### config.mk
export PLATFORM = sky130hd
export DESIGN_NAME = carry_chain_prng_bounded_draw_core
export DESIGN_NICKNAME = d
export VERILOG_FILES = /design/src/ccpbd_pkg.sv /design/src/ccpbd_ctrl.sv /design/src/ccpbd_dp.sv /design/src/carry_chain_prng_bounded_draw_core.sv
export VERILOG_INCLUDE_DIRS = /design/src /design/src/src
export SDC_FILE = /design/constraint.sdc
export NUM_CORES = 1
export LEC_CHECK = 0
export ABC_AREA = 1
export BUFFER_PORTS_ARGS = -buffer_cell sky130_fd_sc_hd__buf_2
export CAP_MARGIN = 20
export CORE_MARGIN = 1
export CORE_UTILIZATION = 30
export CTS_CLUSTER_SIZE = 40
export DETAILED_ROUTE_END_ITERATION = 6
export SYNTH_ARGS = -nofsm -noshare
export SYNTH_HDL_FRONTEND = slang
export SYNTH_SLANG_ARGS = --single-unit
### constraint.sdc
create_clock -name clk -period 11.55 [get_ports clk]
set_input_delay 1.7325 -clock clk [delete_from_list [all_inputs] [get_ports clk]]
set_output_delay 1.7325 -clock clk [all_outputs]
set_load 0.02 [all_outputs]
### src/carry_chain_prng_bounded_draw_core_defines.svh
// Assertion macros for the carry-chain generator core.
// Included by the top level; expects clk and arst_n in scope.
`ifndef CARRY_CHAIN_PRNG_BOUNDED_DRAW_CORE_DEFINES_SVH
`define CARRY_CHAIN_PRNG_BOUNDED_DRAW_CORE_DEFINES_SVH

// Same-cycle implication, checked while out of reset.
`define CCPBD_ASSERT_NOW(label, ante, cons, msg) \
	label: assert property (@(posedge clk) disable iff (!arst_n) (ante) |-> (cons)) \
		else $error(msg);

// Next-cycle implication, checked while out of reset.
`define CCPBD_ASSERT_NEXT(label, ante, cons, msg) \
	label: assert property (@(posedge clk) disable iff (!arst_n) (ante) |=> (cons)) \
		else $error(msg);

`endif

### src/ccpbd_pkg.sv
// Shared types, constants, the generator step function and the cover-mask function for the carry-chain core.
// No dependencies; imported by the controller, the datapath and the top level.
package ccpbd_pkg;

	typedef enum logic [1:0] {
		CMD_STEP   = 2'd0,
		CMD_DRAW   = 2'd1,
		CMD_RESEED = 2'd2,
		CMD_NONE   = 2'd3
	} cmd_t;

	typedef enum logic {
		ST_IDLE = 1'b0,
		ST_BUSY = 1'b1
	} state_t;

	typedef struct packed {
		logic [15:0] sum_word;
		logic [15:0] shift_word;
		logic [15:0] result_word;
	} gen_t;

	// Commands from the controller to the datapath.
	typedef struct packed {
		logic load;
		logic step;
		logic finish;
	} ctrl_t;

	// Status from the datapath to the controller.
	typedef struct packed {
		cmd_t cmd;
		logic draw_ok;
		logic guard_hit;
		logic count_last;
	} stat_t;

	localparam logic [15:0] STEP_ADD_A = 16'd71;
	localparam logic [15:0] STEP_ADD_B = 16'd32111;

	// State after clearing and running two steps, the same as a reseed with zero seconds.
	localparam gen_t GEN_RESET = '{sum_word: 16'd14741, shift_word: 16'd426,
		result_word: 16'd15398};

	function automatic gen_t gen_step(input gen_t g);
		logic [16:0] t1;
		logic [16:0] t2;
		logic [15:0] u;
		logic [15:0] sh;
		logic [16:0] w;
		gen_t n;
		t1 = {1'b0, g.shift_word} + {1'b0, STEP_ADD_A};
		sh = t1[15:0];
		t2 = {1'b0, g.sum_word} + {1'b0, STEP_ADD_B} + {16'd0, t1[16]};
		u = t2[15:0] + g.result_word + {15'd0, t2[16]};
		w = {1'b0, u} + {1'b0, g.result_word} + {16'd0, sh[15]};
		n.sum_word = u;
		n.shift_word = {sh[14:0], 1'b0};
		n.result_word = {w[16], w[15:1]};
		return n;
	endfunction

	// Smallest all-ones mask that covers the argument.
	function automatic logic [15:0] cover_mask(input logic [15:0] v);
		logic [15:0] m;
		m = v;
		m = m | (m >> 1);
		m = m | (m >> 2);
		m = m | (m >> 4);
		m = m | (m >> 8);
		return m;
	endfunction

endpackage

### src/ccpbd_ctrl.sv
// Controller state machine for the carry-chain core: handshakes and step sequencing.
// Depends on ccpbd_pkg for the state, command and status types.
module ccpbd_ctrl import ccpbd_pkg::*; (
	input  logic  clk,
	input  logic  arst_n,
	input  logic  in_valid,
	output logic  in_ready,
	output logic  out_valid,
	input  logic  out_ready,
	input  stat_t stat,
	output ctrl_t ctrl
);

	state_t state_q;
	state_t state_d;
	logic   out_valid_q;
	logic   slot_free;
	logic   done;

	// The output slot can take a result if empty or being drained this cycle.
	assign slot_free = !out_valid_q || out_ready;

	always_comb begin
		unique case (stat.cmd)
			CMD_STEP:   done = 1'b1;
			CMD_DRAW:   done = stat.draw_ok || stat.guard_hit;
			CMD_RESEED: done = stat.count_last;
			CMD_NONE:   done = 1'b1;
			default:    done = 1'b1;
		endcase
	end

	always_comb begin
		state_d = state_q;
		unique case (state_q)
			ST_IDLE: begin
				if (in_valid) state_d = ST_BUSY;
			end
			ST_BUSY: begin
				if (slot_free && done) state_d = ST_IDLE;
			end
			default: state_d = ST_IDLE;
		endcase
	end

	always_comb begin
		ctrl = '0;
		in_ready = 1'b0;
		unique case (state_q)
			ST_IDLE: begin
				in_ready = 1'b1;
				ctrl.load = in_valid;
			end
			ST_BUSY: begin
				ctrl.step = slot_free && (stat.cmd != CMD_NONE);
				ctrl.finish = slot_free && done;
			end
			default: ;
		endcase
	end

	always_ff @(posedge clk or negedge arst_n) begin
		if (!arst_n) begin
			state_q <= ST_IDLE;
			out_valid_q <= 1'b0;
		end else begin
			state_q <= state_d;
			if (ctrl.finish) out_valid_q <= 1'b1;
			else if (out_ready) out_valid_q <= 1'b0;
		end
	end

	assign out_valid = out_valid_q;

endmodule

### src/ccpbd_dp.sv
// Datapath for the carry-chain core: generator words, draw mask, counters and result.
// Depends on ccpbd_pkg for the step function, mask function and shared types.
module ccpbd_dp import ccpbd_pkg::*; (
	input  logic        clk,
	input  logic        arst_n,
	input  ctrl_t       ctrl,
	input  logic [1:0]  command,
	input  logic [15:0] limit,
	input  logic [7:0]  seconds,
	output stat_t       stat,
	output logic [15:0] value
);

	gen_t        gen_q;
	gen_t        gen_next;
	cmd_t        cmd_q;
	logic [15:0] limit_q;
	logic [15:0] mask_q;
	logic [16:0] count_q;
	logic [16:0] tries_q;
	logic [15:0] value_q;
	logic [15:0] masked;
	logic [15:0] result;
	logic [8:0]  secs_a;
	logic [8:0]  secs_b;
	logic [17:0] steps;

	assign gen_next = gen_step(gen_q);
	assign masked = gen_next.result_word & mask_q;

	// Warm-up length is (seconds+1)*(seconds+2), at most 65792.
	assign secs_a = {1'b0, seconds} + 9'd1;
	assign secs_b = {1'b0, seconds} + 9'd2;
	assign steps = secs_a * secs_b;

	assign stat.cmd = cmd_q;
	assign stat.draw_ok = (masked <= limit_q);
	assign stat.guard_hit = tries_q[16];
	assign stat.count_last = (count_q == 17'd1);

	always_comb begin
		unique case (cmd_q)
			CMD_STEP:   result = gen_next.result_word;
			CMD_DRAW:   result = stat.draw_ok ? masked : (masked & (mask_q >> 1));
			CMD_RESEED: result = '0;
			CMD_NONE:   result = '0;
			default:    result = '0;
		endcase
	end

	always_ff @(posedge clk or negedge arst_n) begin
		if (!arst_n) begin
			gen_q <= GEN_RESET;
		end else if (ctrl.load && (cmd_t'(command) == CMD_RESEED)) begin
			gen_q <= '0;
		end else if (ctrl.step) begin
			gen_q <= gen_next;
		end
	end

	always_ff @(posedge clk) begin
		if (ctrl.load) begin
			cmd_q <= cmd_t'(command);
			limit_q <= limit;
			mask_q <= cover_mask(limit);
			count_q <= steps[16:0];
			tries_q <= '0;
		end else if (ctrl.step) begin
			count_q <= count_q - 17'd1;
			tries_q <= tries_q + 17'd1;
		end
		if (ctrl.finish) value_q <= result;
	end

	assign value = value_q;

endmodule

### src/carry_chain_prng_bounded_draw_core.sv
// A raw step makes one generator step; a bounded draw makes one step per candidate
// until one fits the limit or the guard count is hit; a reseed clears the words and
// makes (seconds+1)*(seconds+2) steps. One item is in flight at a time, and the output
// register lets the next item start while a result waits. Reset is asynchronous,
// active low, and loads the generator words with the zero-seconds reseed state.
`include "carry_chain_prng_bounded_draw_core_defines.svh"

module carry_chain_prng_bounded_draw_core import ccpbd_pkg::*; (
	input  logic        clk,
	input  logic        arst_n,
	input  logic        in_valid,
	output logic        in_ready,
	input  logic [1:0]  command,
	input  logic [15:0] limit,
	input  logic [7:0]  seconds,
	output logic        out_valid,
	input  logic        out_ready,
	output logic [15:0] value
);

	// The controller and datapath talk only through these two structs.
	ctrl_t ctrl;
	stat_t stat;
	logic  reseed_done;

	// The controller owns both handshakes. In idle it takes an input transfer and asks the
	// datapath to latch the command, limit and warm-up count. While busy it issues one
	// generator step per cycle (none for the unused command), but only while the output
	// register is free or being drained, so a result is never overwritten or stepped past.
	ccpbd_ctrl u_ctrl (
		.clk       (clk),
		.arst_n    (arst_n),
		.in_valid  (in_valid),
		.in_ready  (in_ready),
		.out_valid (out_valid),
		.out_ready (out_ready),
		.stat      (stat),
		.ctrl      (ctrl)
	);

	// The datapath holds the three generator words, the draw mask and limit, the
	// reseed step counter and the draw rejection counter, and the output value.
	// A draw that keeps rejecting is cut off after its guard count and returns the
	// masked word with the top mask bit cleared.
	ccpbd_dp u_dp (
		.clk     (clk),
		.arst_n  (arst_n),
		.ctrl    (ctrl),
		.command (command),
		.limit   (limit),
		.seconds (seconds),
		.stat    (stat),
		.value   (value)
	);

	// A reseed is finishing and its result is about to be loaded.
	assign reseed_done = ctrl.finish && (stat.cmd == CMD_RESEED);

	// Generator steps happen only while an item is in flight.
	`CCPBD_ASSERT_NOW(a_step_busy, ctrl.step, !in_ready, "generator stepped while idle")
	// An accepted transfer always leaves the block busy in the following cycle.
	`CCPBD_ASSERT_NEXT(a_accept_busy, in_valid && in_ready, !in_ready, "accept did not start work")
	// A finished item is presented on the output in the next cycle.
	`CCPBD_ASSERT_NEXT(a_finish_out, ctrl.finish, out_valid, "finished result not presented")
	// A reseed always reports zero.
	`CCPBD_ASSERT_NEXT(a_reseed_zero, reseed_done, value == 16'd0, "reseed result not zero")

endmodule

# Word-level counts from Yosys, hierarchy flattened
# Cells that the tools add are included.
[classes] n_addsub=11 n_mul=1 magnitude_cmp=1 eq_ne=6 muxes=15 bitwise=7 reduce_logical=12
[op_table] cell="48-bit 2-to-1 mux" count=2
[op_table] cell="16-bit case mux with 3 select lines" count=1
[op_table] cell="17-bit by 1-bit adder with 17-bit output" count=2
[op_table] cell="17-bit 2-to-1 mux" count=2
[op_table] cell="16-bit by 15-bit adder with 17-bit output (second input constant)" count=1
[op_table] cell="16-bit by 16-bit adder with 17-bit output" count=1
[op_table] cell="16-bit by 7-bit adder with 17-bit output (second input constant)" count=1
[op_table] cell="17-bit by 1-bit adder with 17-bit output (second input constant)" count=1
[op_table] cell="17-bit by 1-bit == test with 1-bit output (second input constant)" count=1
[op_table] cell="9-bit by 9-bit multiplier with 17-bit output" count=1
[op_table] cell="17-bit by 1-bit subtractor with 17-bit output (second input constant)" count=1
[op_table] cell="16-bit by 1-bit adder with 16-bit output" count=1
[op_table] cell="16-bit adder" count=1
[op_table] cell="16-bit by 15-bit AND with 16-bit output" count=1
[op_table] cell="16-bit AND" count=1
[op_table] cell="16-bit <= comparator" count=1
[op_table] cell="16-bit 2-to-1 mux" count=1
[op_table] cell="16-bit by 12-bit OR with 16-bit output" count=1
[op_table] cell="16-bit by 14-bit OR with 16-bit output" count=1
[op_table] cell="16-bit by 15-bit OR with 16-bit output" count=1
[op_table] cell="16-bit by 8-bit OR with 16-bit output" count=1
[op_table] cell="8-bit by 1-bit adder with 9-bit output (second input constant)" count=1
[op_table] cell="8-bit by 2-bit adder with 9-bit output (second input constant)" count=1
[op_table] cell="2-bit == test (second input constant)" count=3
[op_table] cell="other kinds (13)" count=24
[word_totals] reg_bits=134 inputBits=30 out_inout_bits=18 elab_cells=64

# Logic depth before layout (Yosys ltp)
[depth] ltp_word=14 depth_mapped=52 ltp_nobuf=51

# By module
# A second synthesis with hierarchy kept.
[unflattened] cells_unflattened=1361 area_unflattened_um2=10774.1
[modules_own_cells] mod="ccpbd_dp" n_inst=1 cells_per_inst=1337 area_each_um2=10598.9 seq_area_each_um2=3523.4
[modules_own_cells] mod="ccpbd_ctrl" n_inst=1 cells_per_inst=24 area_each_um2=175.2 seq_area_each_um2=50.0

# Worst setup path before layout
# OpenSTA, ideal clock, no wires.
[synth_path] path_type="register -> register" startpoint="register u_dp.gen_q[17] (netlist name)" endpoint="register u_dp.value_q[0], in the netlist u_dp.value[0], enable pin" setup_time_ns=0.364 arrival_time_ns=6.659 required_ns=11.186 slack_ns=4.527 path_stages_with_launch=48 n_path_buf=0 synth_period_minus_slack_ns=7.023 path_cell_list="dfstp_2 > inv_1 > a21oi_1 > inv_1 > nor2_1 > nand2_1 > nand2_1 > inv_1 > nor2_1 > nand4_1 > ha_1 > ha_1 > nand2_1 > nand2_1 > nand2_1 > o21ai_0 > o211ai_1 > nor3_1 > (+12 left out) > a21oi_1 > or2_2 > and2_1 > ha_1 > xnor2_1 > nor2_1 > ha_1 > nand2_1 > inv_1 > nand4_1 > or3b_2 > nand2_1 > nand2_1 > nand4_4 > nand2_4 > nand3_1 > nand2_1 > inv_1"
[synth_rtl] element="from (decl)" line_no="ccpbd_dp.sv:14" text="gen_t gen_q;"
[synth_rtl] element="from (signal assigned)" line_no="ccpbd_dp.sv:57" text="gen_q <= gen_next;"
[synth_rtl] element="to (signal assigned)" line_no="ccpbd_dp.sv:72" text="if (ctrl.finish) value_q <= result;"
[synth_rtl] element="to (decl)" line_no="ccpbd_dp.sv:21" text="logic [15:0] value_q;"

==> results.py <==
metrics = {
    "final_layout": {
        "layout.filler_cells": 3669,
        "layout-drive-gt1-share": 0.106,
        "area_growth_pct": 11.9,
        "antenna-diode-count": 0,
        "design.final.nets": 1568,
    },
    "setup_path": {
        "critical_path.slowest_cell": "dfstp_2",
        "path_common_cell": "nand2_1",
        "data_arrival_time_at_the_worst_slack_endpoint_ns": 8.40,
        "worst-r2r-cell-count": 47,
        "worst-endpoint-required_ns": 11.60,
        "crit_path_max_fanout": 16,
        "path_class": "reg -> reg",
        "critPathCaptureType": "register",
        "max_stage_delay_ns": 0.52,
        "crit_path_launch_type": "register",
    },
    "route": {
        "drtAntennaViolNets": 0,
        "totalWireLength_mm": 23.4,
        "routed-via-count": 8516,
        "drt_iter0_drc": 399,
        "avgViaCountPerCell": 4.58,
        "routed_wire_per_std_cell_um": 12.6,
        "drc": 0,
        "first_drt_pass_iteration_count": 5,
    },
    "cts": {
        "post-cts-setup-buffers": 0,
        "postCtsHoldBufs": 0,
        "clock_tree_from_tritoncts": "built",
        "ctsLongestPathBuffers": 2,
        "cts.sinks": 132,
        "clock_insertion_delay_worst_skew_ns": 0.43,
        "htreeDepth": 4,
        "cts-buffers-inserted": 17,
        "cts.reportedPaths.clkPinSlew_ns": 0.06,
        "cts_root_buffer": "clkbuf_16",
        "postCtsResizedCells": 0,
    },
    "timing": {
        "rsz0062_at_grt": "no",
        "maxSlewHeadroom": 0.390,
        "final-setup-viol-count": 0,
        "layout_min_cycle_time_ns": 8.35,
        "finalCritPeriodShare": 0.723,
        "timing_max_transition_violations_final": 0,
        "finClkSkew_ns": 0.00873,
        "hold_viol": 0,
        "final.setup.tns_ns": 0,
        "fmax_ghz": 0.120,
        "worst_pin_slew_ns": 0.913,
    },
    "global_routing": {
        "wire_length_of_the_first_global_routing_pass_mm": 39.9,
        "grt_antenna_before_repair": 0,
        "grt.total_usage": 0.135,
        "maximum_number_of_pins_on_one_net_before_global_route_repair": 53,
        "globalRouteOverflowTotal": 0,
        "grt_pass1_vias": 8443,
    },
    "yosys": {
        "synth.top_cells.by_area": "edfxtp_1 (18%), ha_1 (12%), fa_1 (9.5%)",
        "synth_area_leader_cell": "edfxtp_1",
        "yosysSeqAreaShare": 0.331,
        "number_of_enable_flip_flop_cells_after_synthesis": 66,
        "yosys.area.top_type_share": 0.184,
        "synth_seq_cells": 132,
        "synth.cell_area_um2": 10800,
        "dominantRegCellSynth": "edfxtp_1",
        "post_synth_num_cell_types": 53,
        "synthesis.yosys.warnings": 0,
        "syn-mean-instance-area_um2": 8.08,
        "asyncSetResetFlopFracSynth": 0.371,
        "post_syn_instances": 1336,
        "syn-num-nets": 1517,
    },
    "worst_hold_path": {
        "hp-class": "reg -> reg",
        "min_delay_path_depth": 2,
    },
    "floorplanning": {
        "floorplan.die.height_um": 192,
        "floorplan.io_pins": 48,
        "dieArea_um2": 36800,
        "placementRows": 69,
        "initial_core_util": 0.304,
        "design.core.area_um2": 35500,
        "chipWidth_um": 192,
    },
    "flow_run": {
        "cap_violations": 0,
    },
    "place": {
        "dp_hpwl_mm": 18.2,
        "gp_routability_congestion": 0.842,
        "io_buffers": 47,
    },
    "status": {
        "outcome": "complete, no violations",
    },
}
==> cells in the final DEF, fill, tap and decap left out, drive strengths merged, types with 15 or more instances in the layout <==
cell | synthesis | layout
a21oi | 62 | 62
buf | 3 | 52
clkbuf | 17 | 23
dfrtp | 29 | 29
dfstp | 20 | 20
dfxtp | 17 | 17
edfxtp | 66 | 66
fa | 51 | 51
ha | 100 | 100
inv | 262 | 264
nand2 | 274 | 274
nand3 | 46 | 46
nor2 | 127 | 127
nor3 | 34 | 34
o21ai | 72 | 72
o22ai | 17 | 17
or2 | 16 | 16
xnor2 | 15 | 15
xor2 | 41 | 41
==> flip-flops by register name, summed over array words and instances (netlist names) <==
| register | count |
|---|---|
| u_ctrl.out_valid | 1 |
| u_ctrl.state_q | 1 |
| u_dp.tries_q | 17 |
| u_dp.count_q | 17 |
| u_dp.cmd_q | 2 |
| u_dp.value | 16 |
| u_dp.limit_q | 15 |
| u_dp.gen_q | 47 |
| u_dp.mask_q | 16 |
==> synthesized netlist by cell type, types with 5 or more instances <==
cell,count
a21oi_1,61
o21bai_1,9
o21ai_0,72
dfrtp_1,29
fa_1,51
xor2_1,41
nor2_2,6
or2_2,12
xnor2_1,15
clkbuf_1,17
nor3_1,32
inv_2,8
nand3_1,44
a31oi_1,7
ha_1,100
dfstp_2,20
edfxtp_1,66
nand3b_1,5
nand2_2,8
o22ai_1,17
nor2_1,118
o21a_1,5
nand2_1,265
inv_1,254
a21o_1,5
dfxtp_1,17
==> cell families (layout without fill, tap and decap cells) <==
family | Yosys count | after routing | share of synthesized area
AOI/OAI and AO/OA | 201 | 201 | 0.108
xor gates and xnor gates | 56 | 56 | 0.0454
adders and majority gates | 151 | 151 | 0.210
buffers and inverters | 284 | 348 | 0.0995
DFF | 132 | 132 | 0.331
and+or+nand+nor | 512 | 512 | 0.206
==> worst paths after layout <==
path	from	end	slack, ns
min in group asynchronous	arst_n	u_dp.gen_q[3]	1.43
hold / removal	u_dp.tries_q[5]	u_dp.tries_q[5]	0.48
setup reg to reg	u_dp.gen_q[17]	u_dp.value[8]	3.20
setup / recovery	u_dp.gen_q[17]	u_dp.value[8]	3.20
hold reg to reg	u_dp.tries_q[5]	u_dp.tries_q[5]	0.48
max in group asynchronous	arst_n	u_dp.gen_q[22]	9.69
==> critical path: cells and delay by family, from the launching register on <==
family | cells | cell delay, ns
AO/OA/AOI/OAI | 8 | 1.56
XOR/XNOR | 1 | 0.31
adder cells (fa/ha/maj) | 6 | 1.57
buffers and inverters | 5 | 0.76
flip-flops | 1 | 0.52
AND/OR/NAND/NOR | 27 | 3.21
==> layout make-up <==
class / count / area (um2) / area share
flip-flops and latches: 132 / 3570 / 0.296
well taps: 461 / 577 / 0.0477
inverters: 264 / 991 / 0.0820
repair buffers: 52 / 273 / 0.0226
clock inverters: 9 / 55.1 / 0.00455
multi-input cells: 920 / 6150 / 0.509
clock buffers: 23 / 468 / 0.0387
==> routing by layer <==
layer	vias up	wire [um]	global-route usage	part of all wire
met3	22	632	0.0194	0.027
met5	-	0	0	0
met2	115	11400	0.230	0.49
li1	4379	-	-	-
met4	0	291	0.0372	0.012
met1	4000	11100	0.176	0.47
==> metrics by stage <==
| stage | worst slack, ns | hold slack, ns | utilization | cells | cell area [um2] |
|---|---|---|---|---|---|
| final | 3.20 | 0.483 | 0.341 | 1861 | 12100 |
| after global routing | 2.41 | 0.516 | 0.341 | 1861 | 12100 |
| after global placement | 3.58 | 0.461 | 0.326 | 1829 | 11600 |
| after CTS | 3.23 | 0.484 | 0.341 | 1861 | 12100 |
| after floorplan | 4.53 | 0.447 | - | 1336 | 10800 |
| after detailed placement | 3.30 | 0.476 | 0.326 | 1829 | 11600 |
Power is left out: the tool's default activity adds up to more than one toggle a clock period on the data nets, which glitch-free logic cannot reach.
